==> config.mk <==
export PLATFORM = sky130hd
export DESIGN_NAME = seven_segment_two_wire_writer_top_flat
export DESIGN_NICKNAME = d
export VERILOG_FILES = /design/src/rtl/sstw_pkg.sv /design/src/rtl/sstw_if.sv /design/src/rtl/sstw_seq.sv /design/src/rtl/seven_segment_two_wire_writer_top.sv /design/src/flat_wrapper.sv
export SDC_FILE = /design/constraint.sdc
export NUM_CORES = 1
export LEC_CHECK = 0
export ABC_AREA = 1
export BUFFER_PORTS_ARGS = -buffer_cell sky130_fd_sc_hd__buf_2
export CAP_MARGIN = 5
export CORE_ASPECT_RATIO = 0.5
export CORE_MARGIN = 2
export CORE_UTILIZATION = 35
export CTS_BUF_LIST = sky130_fd_sc_hd__clkbuf_8
export CTS_CLUSTER_SIZE = 10
export DETAILED_ROUTE_END_ITERATION = 8
export GPL_TIMING_DRIVEN = 0
export PLACE_DENSITY = 0.64
export SLEW_MARGIN = 0
export SYNTH_ARGS = -nofsm -noshare
export SYNTH_HDL_FRONTEND = slang
export SYNTH_SLANG_ARGS = --single-unit
==> constraint.sdc <==
create_clock -name clk -period 6.7 [get_ports clk]
set_clock_uncertainty 0.15 [all_clocks]
set_input_delay 0.335 -clock clk [delete_from_list [all_inputs] [get_ports clk]]
set_output_delay 0.335 -clock clk [all_outputs]
set_load 0.05 [all_outputs]
==> src/rtl/sstw_pkg.sv <==
// shared types and constants for the two-wire segment display writer
// no dependencies
package sstw_pkg;

  localparam int SEG_W       = 8;
  localparam int BRIGHT_W    = 3;
  localparam int TPQ_W       = 10;
  localparam int CFG_INDEX_W = 2;
  localparam int CFG_DATA_W  = 10;
  localparam int INPUT_DIGITS = 4;

  // register indexes on the configuration channel
  localparam logic [CFG_INDEX_W-1:0] REG_BRIGHTNESS = 2'd0;
  localparam logic [CFG_INDEX_W-1:0] REG_TICKS      = 2'd1;

  // item action codes
  localparam logic ACTION_TICK = 1'b0;
  localparam logic ACTION_LOAD = 1'b1;

  // display protocol commands
  localparam logic [SEG_W-1:0] CMD_DATA    = 8'h40;
  localparam logic [SEG_W-1:0] CMD_ADDR    = 8'hC0;
  localparam logic [SEG_W-1:0] CMD_DISPLAY = 8'h88;

  typedef enum logic [3:0] {
    PH_IDLE,
    PH_START_A,
    PH_START_B,
    PH_START_C,
    PH_BIT_A,
    PH_BIT_B,
    PH_BIT_C,
    PH_ACK_A,
    PH_ACK_B,
    PH_STOP_A,
    PH_STOP_B,
    PH_STOP_C,
    PH_STOP_D
  } phase_t;

  typedef struct packed {
    logic             action;
    logic [SEG_W-1:0] digit0_segments;
    logic [SEG_W-1:0] digit1_segments;
    logic [SEG_W-1:0] digit2_segments;
    logic [SEG_W-1:0] digit3_segments;
  } item_t;

  typedef struct packed {
    logic [BRIGHT_W-1:0] brightness;
    logic [TPQ_W-1:0]    ticks_per_quantum;
  } cfg_t;

  typedef struct packed {
    logic clock_level;
    logic data_level;
    logic data_released;
    logic busy_res;
    logic update_done;
  } result_t;

endpackage

==> src/rtl/sstw_if.sv <==
// channel interfaces for the two-wire segment display writer
// depends on sstw_pkg for field widths
interface sstw_item_if;
  logic                       valid;
  logic                       ready;
  logic                       action;
  logic [sstw_pkg::SEG_W-1:0] digit0_segments;
  logic [sstw_pkg::SEG_W-1:0] digit1_segments;
  logic [sstw_pkg::SEG_W-1:0] digit2_segments;
  logic [sstw_pkg::SEG_W-1:0] digit3_segments;

  modport source (output valid, action, digit0_segments, digit1_segments,
                  digit2_segments, digit3_segments, input ready);
  modport sink (input valid, action, digit0_segments, digit1_segments,
                digit2_segments, digit3_segments, output ready);
endinterface

interface sstw_result_if;
  logic valid;
  logic ready;
  logic clock_level;
  logic data_level;
  logic data_released;
  logic busy_res;
  logic update_done;

  modport source (output valid, clock_level, data_level, data_released, busy_res,
                  update_done, input ready);
  modport sink (input valid, clock_level, data_level, data_released, busy_res,
                update_done, output ready);
endinterface

interface sstw_cfg_if;
  logic                             valid;
  logic                             ready;
  logic [sstw_pkg::CFG_INDEX_W-1:0] index;
  logic [sstw_pkg::CFG_DATA_W-1:0]  data;

  modport source (output valid, index, data, input ready);
  modport sink (input valid, index, data, output ready);
endinterface

==> src/rtl/sstw_seq.sv <==
// waveform sequencer: holds the update state and computes one result per item
// depends on sstw_pkg
module sstw_seq #(
  parameter int DIGIT_COUNT = 4
) (
  input  logic              clk,
  input  logic              rst,
  input  logic              accept,
  input  sstw_pkg::item_t   item,
  input  sstw_pkg::cfg_t    cfg,
  output sstw_pkg::result_t result
);
  import sstw_pkg::*;

  localparam int BYTE_W   = $clog2(DIGIT_COUNT + 3);
  localparam int LATCH_N  = (DIGIT_COUNT < INPUT_DIGITS) ? DIGIT_COUNT : INPUT_DIGITS;
  localparam logic [BYTE_W-1:0] LAST_BYTE  = BYTE_W'(DIGIT_COUNT + 2);
  localparam logic [BYTE_W-1:0] LAST_DIGIT = BYTE_W'(DIGIT_COUNT + 1);

  logic [SEG_W-1:0]  seg [LATCH_N];
  logic [SEG_W-1:0]  seg_in [INPUT_DIGITS];
  logic [SEG_W-1:0]  shift_byte, shift_byte_next;
  logic [3:0]        bit_index, bit_index_next, bit_index_inc;
  logic [BYTE_W-1:0] byte_index, byte_index_next, byte_index_inc, digit_slot;
  phase_t            phase, phase_next, target;
  logic [1:0]        wait_quanta, wait_quanta_next, wait_dec;
  logic [TPQ_W-1:0]  quantum_divider, quantum_divider_next, limit;
  logic [TPQ_W:0]    divider_inc;
  logic              clk_pin, clk_pin_next;
  logic              dio_pin, dio_pin_next;
  logic              dio_rel, dio_rel_next;
  logic              do_enter, done, do_load;
  logic [SEG_W-1:0]  following_byte;

  assign seg_in[0] = item.digit0_segments;
  assign seg_in[1] = item.digit1_segments;
  assign seg_in[2] = item.digit2_segments;
  assign seg_in[3] = item.digit3_segments;

  assign byte_index_inc = byte_index + BYTE_W'(1);
  assign bit_index_inc  = bit_index + 4'd1;
  assign digit_slot     = byte_index_inc - BYTE_W'(2);
  assign limit          = (cfg.ticks_per_quantum == '0) ? TPQ_W'(1) : cfg.ticks_per_quantum;
  assign divider_inc    = {1'b0, quantum_divider} + (TPQ_W + 1)'(1);
  assign wait_dec       = (wait_quanta != 2'd0) ? wait_quanta - 2'd1 : wait_quanta;
  assign do_load        = accept && (item.action == ACTION_LOAD) && (phase == PH_IDLE);

  // byte sent after the current one: command, segment byte or display control
  always_comb begin
    following_byte = '0;
    if (byte_index_inc == BYTE_W'(1)) begin
      following_byte = CMD_ADDR;
    end else if (byte_index_inc >= LAST_BYTE) begin
      following_byte = CMD_DISPLAY | {{(SEG_W-BRIGHT_W){1'b0}}, cfg.brightness};
    end else begin
      for (int i = 0; i < LATCH_N; i++) begin
        if (digit_slot == BYTE_W'(i)) following_byte = seg[i];
      end
    end
  end

  // step advance: counts ticks into quanta and picks the next phase
  always_comb begin
    phase_next           = phase;
    shift_byte_next      = shift_byte;
    bit_index_next       = bit_index;
    byte_index_next      = byte_index;
    wait_quanta_next     = wait_quanta;
    quantum_divider_next = quantum_divider;
    do_enter             = 1'b0;
    done                 = 1'b0;
    target               = PH_IDLE;
    if (accept) begin
      if (item.action == ACTION_LOAD) begin
        if (phase == PH_IDLE) begin
          byte_index_next = '0;
          shift_byte_next = CMD_DATA;
          bit_index_next  = '0;
          do_enter        = 1'b1;
          target          = PH_START_A;
        end
      end else if (phase != PH_IDLE) begin
        if (divider_inc >= {1'b0, limit}) begin
          quantum_divider_next = '0;
          wait_quanta_next     = wait_dec;
          if (wait_dec == 2'd0) begin
            do_enter = 1'b1;
            unique case (phase)
              PH_START_A: target = PH_START_B;
              PH_START_B: target = PH_START_C;
              PH_START_C: target = PH_BIT_A;
              PH_BIT_A:   target = PH_BIT_B;
              PH_BIT_B:   target = PH_BIT_C;
              PH_BIT_C: begin
                shift_byte_next = shift_byte >> 1;
                bit_index_next  = bit_index_inc;
                target          = (bit_index_inc >= 4'd8) ? PH_ACK_A : PH_BIT_A;
              end
              PH_ACK_A:   target = PH_ACK_B;
              PH_ACK_B: begin
                if (byte_index == '0 || byte_index >= LAST_DIGIT) begin
                  target = PH_STOP_A;
                end else begin
                  byte_index_next = byte_index_inc;
                  shift_byte_next = following_byte;
                  bit_index_next  = '0;
                  target          = PH_BIT_A;
                end
              end
              PH_STOP_A:  target = PH_STOP_B;
              PH_STOP_B:  target = PH_STOP_C;
              PH_STOP_C:  target = PH_STOP_D;
              PH_STOP_D: begin
                if (byte_index >= LAST_BYTE) begin
                  do_enter         = 1'b0;
                  phase_next       = PH_IDLE;
                  wait_quanta_next = 2'd0;
                  done             = 1'b1;
                end else begin
                  byte_index_next = byte_index_inc;
                  shift_byte_next = following_byte;
                  bit_index_next  = '0;
                  target          = PH_START_A;
                end
              end
              default: begin
                do_enter   = 1'b0;
                phase_next = PH_IDLE;
              end
            endcase
          end
        end else begin
          quantum_divider_next = divider_inc[TPQ_W-1:0];
        end
      end
    end
  end

  // pin levels set on entry to a phase
  always_comb begin
    clk_pin_next = clk_pin;
    dio_pin_next = dio_pin;
    dio_rel_next = dio_rel;
    if (do_enter) begin
      unique case (target)
        PH_START_A: begin
          clk_pin_next = 1'b1;
          dio_pin_next = 1'b1;
          dio_rel_next = 1'b0;
        end
        PH_START_B: dio_pin_next = 1'b0;
        PH_START_C: clk_pin_next = 1'b0;
        PH_BIT_A: begin
          clk_pin_next = 1'b0;
          dio_rel_next = 1'b0;
        end
        PH_BIT_B:   dio_pin_next = shift_byte_next[0];
        PH_BIT_C:   clk_pin_next = 1'b1;
        PH_ACK_A: begin
          clk_pin_next = 1'b0;
          dio_rel_next = 1'b1;
          dio_pin_next = 1'b1;
        end
        PH_ACK_B:   clk_pin_next = 1'b1;
        PH_STOP_A: begin
          clk_pin_next = 1'b0;
          dio_rel_next = 1'b0;
        end
        PH_STOP_B:  dio_pin_next = 1'b0;
        PH_STOP_C:  clk_pin_next = 1'b1;
        PH_STOP_D:  dio_pin_next = 1'b1;
        default: ;
      endcase
    end
  end

  // phase entry resets the divider and sets the step length
  logic [1:0]       wait_final;
  logic [TPQ_W-1:0] divider_final;
  phase_t           phase_final;
  always_comb begin
    wait_final    = wait_quanta_next;
    divider_final = quantum_divider_next;
    phase_final   = phase_next;
    if (do_enter) begin
      phase_final   = target;
      divider_final = '0;
      wait_final    = (target == PH_BIT_C || target == PH_ACK_B) ? 2'd2 : 2'd1;
    end else if (done) begin
      divider_final = '0;
    end
  end

  // state registers
  always_ff @(posedge clk) begin
    if (rst) begin
      phase           <= PH_IDLE;
      shift_byte      <= '0;
      bit_index       <= '0;
      byte_index      <= '0;
      wait_quanta     <= '0;
      quantum_divider <= '0;
      clk_pin         <= 1'b1;
      dio_pin         <= 1'b1;
      dio_rel         <= 1'b0;
    end else if (accept) begin
      phase           <= phase_final;
      shift_byte      <= shift_byte_next;
      bit_index       <= bit_index_next;
      byte_index      <= byte_index_next;
      wait_quanta     <= wait_final;
      quantum_divider <= divider_final;
      clk_pin         <= clk_pin_next;
      dio_pin         <= dio_pin_next;
      dio_rel         <= dio_rel_next;
    end
  end

  // segment latch, written on a load while idle
  always_ff @(posedge clk) begin
    if (do_load) begin
      for (int i = 0; i < LATCH_N; i++) seg[i] <= seg_in[i];
    end
  end

  // result for this item
  always_comb begin
    result.clock_level   = clk_pin_next;
    result.data_level    = dio_rel_next | dio_pin_next;
    result.data_released = dio_rel_next;
    result.busy_res      = (phase_final != PH_IDLE);
    result.update_done   = done;
  end

endmodule

==> src/rtl/seven_segment_two_wire_writer_top.sv <==
// Two-wire seven-segment display writer, top level.
// Channels: item (sink) carries action and four segment bytes; result
// (source) carries clock_level, data_level, data_released, busy_res and
// update_done; cfg (sink) writes brightness (index 0) and
// ticks_per_quantum (index 1) and is always ready.
// A load item while idle latches the segment bytes and starts an update of
// three frames; each tick item then counts one tick toward the next step.
// A load while busy and a tick while idle leave the state unchanged.
// Every item gives exactly one result, in the cycle after its transfer, from
// the result register. Unless the receiver stalls, throughput is one item
// per cycle: the sequencer's next-state logic is a single pass between state
// and result registers. The item channel stays ready while the result
// register is empty or is being taken; when the receiver stalls, one result
// waits and item ready drops until it is taken. Reset is synchronous: the
// sequencer goes idle with clock and data driven high, the result register
// empties, and the registers return to brightness 7 and one tick per quantum.
// depends on sstw_pkg, sstw_if and sstw_seq
module seven_segment_two_wire_writer_top #(
  parameter int DIGIT_COUNT = 4
) (
  input logic         clk,
  input logic         rst,
  sstw_item_if.sink   item,
  sstw_result_if.source result,
  sstw_cfg_if.sink    cfg
);
  import sstw_pkg::*;

  logic    accept;
  logic    result_valid;
  item_t   item_data;
  cfg_t    cfg_regs;
  result_t step_result;
  result_t result_reg;

  // input side may move whenever the result register can take a new value
  assign item.ready = !result_valid || result.ready;
  assign accept     = item.valid && item.ready;
  assign cfg.ready  = 1'b1;

  assign item_data.action          = item.action;
  assign item_data.digit0_segments = item.digit0_segments;
  assign item_data.digit1_segments = item.digit1_segments;
  assign item_data.digit2_segments = item.digit2_segments;
  assign item_data.digit3_segments = item.digit3_segments;

  // configuration registers
  always_ff @(posedge clk) begin
    if (rst) begin
      cfg_regs.brightness        <= BRIGHT_W'(7);
      cfg_regs.ticks_per_quantum <= TPQ_W'(1);
    end else if (cfg.valid && cfg.ready) begin
      if (cfg.index == REG_BRIGHTNESS) begin
        cfg_regs.brightness <= cfg.data[BRIGHT_W-1:0];
      end else if (cfg.index == REG_TICKS) begin
        cfg_regs.ticks_per_quantum <= cfg.data[TPQ_W-1:0];
      end
    end
  end

  sstw_seq #(
    .DIGIT_COUNT (DIGIT_COUNT)
  ) u_seq (
    .clk    (clk),
    .rst    (rst),
    .accept (accept),
    .item   (item_data),
    .cfg    (cfg_regs),
    .result (step_result)
  );

  // result register valid flag
  always_ff @(posedge clk) begin
    if (rst) begin
      result_valid <= 1'b0;
    end else if (accept) begin
      result_valid <= 1'b1;
    end else if (result.ready) begin
      result_valid <= 1'b0;
    end
  end

  // result payload
  always_ff @(posedge clk) begin
    if (accept) begin
      result_reg <= step_result;
    end
  end

  assign result.valid         = result_valid;
  assign result.clock_level   = result_reg.clock_level;
  assign result.data_level    = result_reg.data_level;
  assign result.data_released = result_reg.data_released;
  assign result.busy_res      = result_reg.busy_res;
  assign result.update_done   = result_reg.update_done;

endmodule

==> src/flat_wrapper.sv <==
// flat-port wrapper written by rule: the top's interface ports become plain ports
module seven_segment_two_wire_writer_top_flat import sstw_pkg::*;
#(
  parameter int DIGIT_COUNT = 4
)
  (clk, rst, item_valid, item_action, item_digit0_segments, item_digit1_segments, item_digit2_segments, item_digit3_segments, item_ready, result_valid, result_clock_level, result_data_level, result_data_released, result_busy_res, result_update_done, result_ready, cfg_valid, cfg_index, cfg_data, cfg_ready);
  sstw_item_if item_i ();
  sstw_result_if result_i ();
  sstw_cfg_if cfg_i ();
  input logic clk;
  input logic rst;
  input wire logic [$bits(item_i.valid)-1:0] item_valid;
  input wire logic [$bits(item_i.action)-1:0] item_action;
  input wire logic [$bits(item_i.digit0_segments)-1:0] item_digit0_segments;
  input wire logic [$bits(item_i.digit1_segments)-1:0] item_digit1_segments;
  input wire logic [$bits(item_i.digit2_segments)-1:0] item_digit2_segments;
  input wire logic [$bits(item_i.digit3_segments)-1:0] item_digit3_segments;
  output wire logic [$bits(item_i.ready)-1:0] item_ready;
  output wire logic [$bits(result_i.valid)-1:0] result_valid;
  output wire logic [$bits(result_i.clock_level)-1:0] result_clock_level;
  output wire logic [$bits(result_i.data_level)-1:0] result_data_level;
  output wire logic [$bits(result_i.data_released)-1:0] result_data_released;
  output wire logic [$bits(result_i.busy_res)-1:0] result_busy_res;
  output wire logic [$bits(result_i.update_done)-1:0] result_update_done;
  input wire logic [$bits(result_i.ready)-1:0] result_ready;
  input wire logic [$bits(cfg_i.valid)-1:0] cfg_valid;
  input wire logic [$bits(cfg_i.index)-1:0] cfg_index;
  input wire logic [$bits(cfg_i.data)-1:0] cfg_data;
  output wire logic [$bits(cfg_i.ready)-1:0] cfg_ready;
  assign item_i.valid = item_valid;
  assign item_i.action = item_action;
  assign item_i.digit0_segments = item_digit0_segments;
  assign item_i.digit1_segments = item_digit1_segments;
  assign item_i.digit2_segments = item_digit2_segments;
  assign item_i.digit3_segments = item_digit3_segments;
  assign item_ready = item_i.ready;
  assign result_valid = result_i.valid;
  assign result_clock_level = result_i.clock_level;
  assign result_data_level = result_i.data_level;
  assign result_data_released = result_i.data_released;
  assign result_busy_res = result_i.busy_res;
  assign result_update_done = result_i.update_done;
  assign result_i.ready = result_ready;
  assign cfg_i.valid = cfg_valid;
  assign cfg_i.index = cfg_index;
  assign cfg_i.data = cfg_data;
  assign cfg_ready = cfg_i.ready;
  seven_segment_two_wire_writer_top #(.DIGIT_COUNT(DIGIT_COUNT)) u_core (.clk(clk), .rst(rst), .item(item_i), .result(result_i), .cfg(cfg_i));
endmodule
## After elaboration in Yosys (flattened, before gate mapping)

Memories as Yosys holds them, arrays and structs flattened.
Index checks and enable logic that the tools add are counted.

| cells by class | value |
|---|---|
| add/sub/neg operators | 5 |
| magnitude comparators | 5 |
| equal/unequal tests | 34 |
| muxes and demuxes | 89 |
| bitwise gates (word level) | 2 |
| reduce and logical (&&, ||, !) cells | 37 |

Operators by type and width:

| kind | count |
|---|---|
| 8-bit two-way mux | 13 |
| 4-bit two-way mux | 20 |
| 10-bit two-way mux | 6 |
| 4-bit one-hot mux with 12 select lines | 1 |
| 4-bit == test (second input constant) | 10 |
| 4-bit by 3-bit == test with 1-bit output (second input constant) | 8 |
| 1-bit two-way mux | 24 |
| 8-bit one-hot mux with 3 select lines | 1 |
| 3-bit two-way mux | 7 |
| 2-bit two-way mux | 10 |
| 4-bit by 2-bit == test with 1-bit output (second input constant) | 4 |
| 8-bit AND reduction | 2 |
| 2-bit nonzero test | 7 |
| 4-bit one-hot mux with 3 select lines | 1 |
| 4-bit nonzero test | 3 |
| 10-bit by 1-bit adder with 11-bit output (second input constant) | 1 |
| 11-bit by 10-bit greater-or-equal comparator with 1-bit output | 1 |
| 11-bit OR reduction | 1 |
| 10-bit logical NOT | 1 |
| 3-bit greater-or-equal comparator (second input constant) | 3 |
| 4-bit by 1-bit == test with 1-bit output (second input constant) | 2 |
| 4-bit one-hot mux with 2 select lines | 1 |
| 4-bit OR reduction | 2 |
| 3-bit by 1-bit == test with 1-bit output (second input constant) | 2 |
| other kinds (27) | 41 |

| storage, ports and cells | value |
|---|---|
| register bits | 53 |
| memory bits (writable) | 32 |
| input port bits | 50 |
| output and inout port bits | 8 |
| logic and storage cells | 191 |
| memories | 1 |

Memories:

| name | words | width | read ports | clocked after memory_dff | wr ports | RTL line | RTL |
|---|---|---|---|---|---|---|---|
| u_core.u_seq.seg | 4 | 8 | 4 | 0 | 4 | sstw_seq.sv:20 | `logic [SEG_W-1:0] seg [LATCH_N];` |

## Depth between registers and ports, before layout

| depth | value |
|---|---|
| word-level depth | 19 |
| depth in mapped cells | 23 |
| gate-level depth less buffers | 23 |

## Modules after synthesis

From an unflattened synthesis, not the netlist that was laid out.

| second synthesis, totals | value |
|---|---|
| cell total of the unflattened synthesis | 585 |
| area, all modules | 4708.3 um^2 |

Modules (own cells, without submodules):

| module | instances | cells each | area an instance (um^2) | seq. area each (um^2) |
|---|---|---|---|---|
| sstw_seq | 1 | 495 | 3965.1 | 1641.6 |
| seven_segment_two_wire_writer_top | 1 | 90 | 743.2 | 430.4 |

## Worst setup path before layout

No wires, ideal clock.

| timing | value |
|---|---|
| path type | register to register |
| from | register u_core.result_valid (netlist: u_core.result.valid) |
| to | memory u_core.u_seq.seg[0][0], enable pin |
| setup time | 421 ps |
| data arrival time | 2535 ps |
| required time | 6129 ps |
| slack | 3594 ps |
| stages on the path, launching flop included | 4 |
| path buffers | 0 |
| period minus slack after synthesis | 3106 ps |
| cells stage by stage | dfxtp_1 -> nand2_1 -> nand2_1 -> nor2_1 |

RTL lines:

| element | RTL line | RTL |
|---|---|---|
| start, declared | seven_segment_two_wire_writer_top.sv:30 | `logic result_valid;` |
| start signal, assigned | seven_segment_two_wire_writer_top.sv:75 | `result_valid <= 1'b0;` |
| start signal, assigned | seven_segment_two_wire_writer_top.sv:77 | `result_valid <= 1'b1;` |
| start signal, assigned | seven_segment_two_wire_writer_top.sv:79 | `result_valid <= 1'b0;` |
| end, declared | sstw_seq.sv:20 |  |

==> results.json <==
{
  "regToRegEndpoint": "u_core.result.data_level",
  "synth_seq_cells": 85,
  "cts.root.buffer_cell": "sky130_fd_sc_hd__clkbuf_8",
  "nFillCells": 1239,
  "cts.clk_slew.worst_paths_ns": 0.09,
  "detailedRoute.firstPassIterationCount": 5,
  "critPathArrivalTime_ns": 3.36,
  "status": "finished clean",
  "most_used_cells_in_the_layout_excluding_fill_and_tap_cells": "110 x sky130_fd_sc_hd__nand2_1, 61 x sky130_fd_sc_hd__inv_1, 56 x sky130_fd_sc_hd__buf_2, 51 x sky130_fd_sc_hd__a21oi_1, 48 x sky130_fd_sc_hd__dfxtp_1",
  "worst_pin_slew_ns": 0.868,
  "critical_path.cell_chain": "ha_1, nand2_1, nor2_1, xnor2_1, inv_1, ha_1, nand2_1, nor2_1, nand3_1, nor2_1, nand4_1, nand3_4, buf_6, nand4_1, nand2_1, nand2_1, nand2_1, nand2_1, nand2_1, nand2_1, nor2_2, nand2_1",
  "port-buffer-count": 54,
  "yosysSeqAreaShare": 0.440,
  "grt_start_max_net_pins": 33,
  "synth-async-reset-ratio": 0,
  "report.final.setup_viol": 0,
  "timing.critical_path.mode_cell": "sky130_fd_sc_hd__nand2_1",
  "cts.sinks": 85,
  "num-nets-final": 744,
  "worstHoldStart": "cfg_data[0]",
  "end_kind": "flop",
  "place.gp.congestion": 0.843,
  "r2r_start": "u_core.u_seq.quantum_divider[0]",
  "ys_dominant_reg_cell": "sky130_fd_sc_hd__dfxtp_1",
  "r2r.worst_path.cells": 22,
  "hold_violations": 0,
  "flow.area_growth_from_synthesis_pct": 21.4,
  "cts_repair_resize_count": 0,
  "start_kind": "flop",
  "cts.repair_timing.setup_buffer_count": 0,
  "timing.final.max_slew_violations": 0,
  "initialDrtViolationCount": 250,
  "syn-instance-count": 579,
  "max_stage_delay_ns": 0.47,
  "first_pass_grt_wire_length_mm": 19.3,
  "timing.final.crit_period_ns": 3.38,
  "yosysWarnings": 0,
  "critical_path_peak_fanout": 10,
  "cp.required_ns": 6.67,
  "avgViaCountPerCell": 4.89,
  "postRouteAntennaNets": 0,
  "max_freq_ghz": 0.296,
  "regArea_sq_um": 2070,
  "row_count": 29,
  "clock_path_buffers": 2,
  "num_antenna_cells": 0,
  "criticalPathCategory": "flop to flop",
  "dr_total_vias": 4165,
  "globalRouteOverflowTotal": 0,
  "hpwl_mm": 8.06,
  "synth-edff-count": 37,
  "finalWirelength_mm": 11.4,
  "first_global_vias": 3991,
  "grt_antenna_before_repair": 0,
  "drive_gt1_frac": 0.188,
  "syn_nets": 647,
  "setup_tns_ns": 0,
  "floorplan.die.height_microns": 86.0,
  "clkLatencyLatePin_ns": 0.36,
  "critPathSlowestCell": "sky130_fd_sc_hd__dfxtp_1",
  "fin_crit_sh": 0.505,
  "cts.hold.buffers_added": 32,
  "ioPinCount": 58,
  "count_of_different_cell_masters_after_synthesis": 51,
  "cellPowerDensity_nw_per_um2": 235,
  "core_area_sq_um": 12900,
  "die-width_microns": 168,
  "multi_input_comb_area_sq_um": 2280,
  "rsz_0062_raised_after_global_routing": "no",
  "htreeDepth": 3,
  "syn-cell-area_sq_um": 4710,
  "final_critical_path_setup_slack_ns": 3.32,
  "post-place-ws_ns": 3.31,
  "hp-class": "input port to flop",
  "initial_core_utilization": 0.365,
  "relative_slew_margins": 0.420,
  "fin_util": 0.444,
  "grt_util_all_layers": 0.168,
  "leading_cell_type_in_the_layout_fill_and_taps_excluded": "sky130_fd_sc_hd__nand2_1",
  "cts-buffers-inserted": 9,
  "hold-path-endpoint": "u_core.cfg_regs[10]",
  "avgRoutedWirePerCell_microns": 13.4,
  "design.die.area_sq_um": 14400,
  "maxCapViolations": 0,
  "synth.avg_cell_area_sq_um": 8.13,
  "hold_path_depth": 3,
  "worst_voltage_drop_across_the_vdd_grid_mv": 0.109,
  "ff2ff_setup_slack_ns": 3.32,
  "p_leak_nw": 2.48,
  "tritoncts": "built",
  "drcViolationCount": 0
}
[power by group]
group          switching (W)  total (W)  internal (W)
combinational       0.000234   0.000359      0.000124
clock               0.000202   0.000376      0.000174
sequential         0.0000248   0.000605      0.000581
[routing by layer]
layer	vias up	GRT usage	wire, microns
met5	-	0	0
met4	0	0.0482	160
met3	14	0.0365	502
met2	96	0.270	5000
met1	1902	0.228	5720
li1	2153	-	-
[stage by stage]
stage	cell area [sq um]	total power, W	hold slack (ns)	std cells
2_1_floorplan	4710	0.000875	0.274	579
3_3_place_gp	5190	0.000953	0.287	803
3_5_place_dp	5200	0.000958	0.298	803
4_1_cts	5710	0.00135	0.0410	851
5_1_grt	5710	0.00142	0.0615	851
6_report	5710	0.00134	0.0511	851
[worst max path at each step]
stage	from	end	slack, ns	cells after the start
global placement	u_core.u_seq.quantum_divider[0]	u_core.result.data_level	3.33	22
finish	u_core.u_seq.quantum_divider[0]	u_core.result.data_level	3.32	22
detailed placement	u_core.u_seq.quantum_divider[0]	u_core.result.data_level	3.31	22
global route	u_core.u_seq.quantum_divider[0]	u_core.result.data_level	2.78	22
floorplan	u_core.result.valid	u_core.u_seq.seg[0][0]	3.59	3
CTS	u_core.u_seq.quantum_divider[0]	u_core.result.data_level	3.30	22
[cells in the mapped netlist (2+ instances only)]
| cell type | n | share of area |
|---|---|---|
| sky130_fd_sc_hd__clkbuf_1 | 9 | 0.0072 |
| sky130_fd_sc_hd__clkinv_1 | 2 | 0.0016 |
| sky130_fd_sc_hd__nand2_2 | 8 | 0.011 |
| sky130_fd_sc_hd__nand3b_1 | 3 | 0.0048 |
| sky130_fd_sc_hd__nand4_1 | 11 | 0.015 |
| sky130_fd_sc_hd__nor2_2 | 6 | 0.0080 |
| sky130_fd_sc_hd__nor2_1 | 43 | 0.034 |
| sky130_fd_sc_hd__buf_6 | 2 | 0.0048 |
| sky130_fd_sc_hd__nor3_1 | 8 | 0.0085 |
| sky130_fd_sc_hd__o21ai_0 | 36 | 0.038 |
| sky130_fd_sc_hd__o21ai_1 | 5 | 0.0053 |
| sky130_fd_sc_hd__nand2_4 | 3 | 0.0072 |
| sky130_fd_sc_hd__xnor2_1 | 4 | 0.0074 |
| sky130_fd_sc_hd__a22oi_1 | 2 | 0.0032 |
| sky130_fd_sc_hd__a21oi_1 | 51 | 0.054 |
| sky130_fd_sc_hd__ha_1 | 18 | 0.048 |
| sky130_fd_sc_hd__o22ai_1 | 3 | 0.0040 |
| sky130_fd_sc_hd__a21oi_2 | 4 | 0.0074 |
| sky130_fd_sc_hd__dfxtp_1 | 48 | 0.20 |
| sky130_fd_sc_hd__inv_1 | 60 | 0.048 |
| sky130_fd_sc_hd__buf_2 | 2 | 0.0021 |
| sky130_fd_sc_hd__o31ai_1 | 2 | 0.0032 |
| sky130_fd_sc_hd__a31oi_1 | 5 | 0.0066 |
| sky130_fd_sc_hd__nor2_4 | 3 | 0.0072 |
| sky130_fd_sc_hd__inv_2 | 11 | 0.0088 |
| sky130_fd_sc_hd__o211ai_1 | 3 | 0.0048 |
| sky130_fd_sc_hd__buf_4 | 2 | 0.0032 |
| sky130_fd_sc_hd__nand3_2 | 4 | 0.0085 |
| sky130_fd_sc_hd__nand2_1 | 110 | 0.088 |
| sky130_fd_sc_hd__a211oi_1 | 2 | 0.0032 |
| sky130_fd_sc_hd__nand3_1 | 45 | 0.048 |
| sky130_fd_sc_hd__o211ai_2 | 2 | 0.0053 |
| sky130_fd_sc_hd__xor2_1 | 7 | 0.013 |
| sky130_fd_sc_hd__edfxtp_1 | 37 | 0.24 |
| sky130_fd_sc_hd__nand4_2 | 2 | 0.0053 |
[flip-flops by register name, summed over array words and instances (netlist names), 2 cells and up]
name                          cells
u_core.u_seq.byte_index           3
u_core.u_seq.phase                4
u_core.cfg_regs                  13
u_core.u_seq.shift_byte           8
u_core.u_seq.quantum_divider     10
u_core.u_seq.wait_quanta          2
u_core.u_seq.bit_index            4
u_core.u_seq.seg                 32
[worst max-delay path: cells and delay by family (launching register included)]
kind | cells | cell delay, ns
flops | 1 | 0.47
buf+inv | 2 | 0.25
fa+ha+maj | 2 | 0.59
xor+xnor | 1 | 0.12
simple gates | 17 | 1.56
[cell type report]
cell class / count / share of cell area
Buffer: 16 / 0.0151
Tap cell: 170 / 0.0372
Clock buffer: 9 / 0.0217
Inverter: 73 / 0.0480
Timing Repair Buffer: 86 / 0.103
Multi-Input combinational cell: 405 / 0.399
Clock inverter: 7 / 0.0129
Sequential cell: 85 / 0.363
[kinds of logic after synthesis]
family	share of synthesized area
buffers and inverters	0.0766
and+or+nand+nor	0.266
DFF	0.440
xor gates and xnor gates	0.0205
AOI/OAI and AO/OA	0.148
adders and majority gates	0.0479
other	0.000797
No activity file was read; power rests on OpenSTA's default activity.
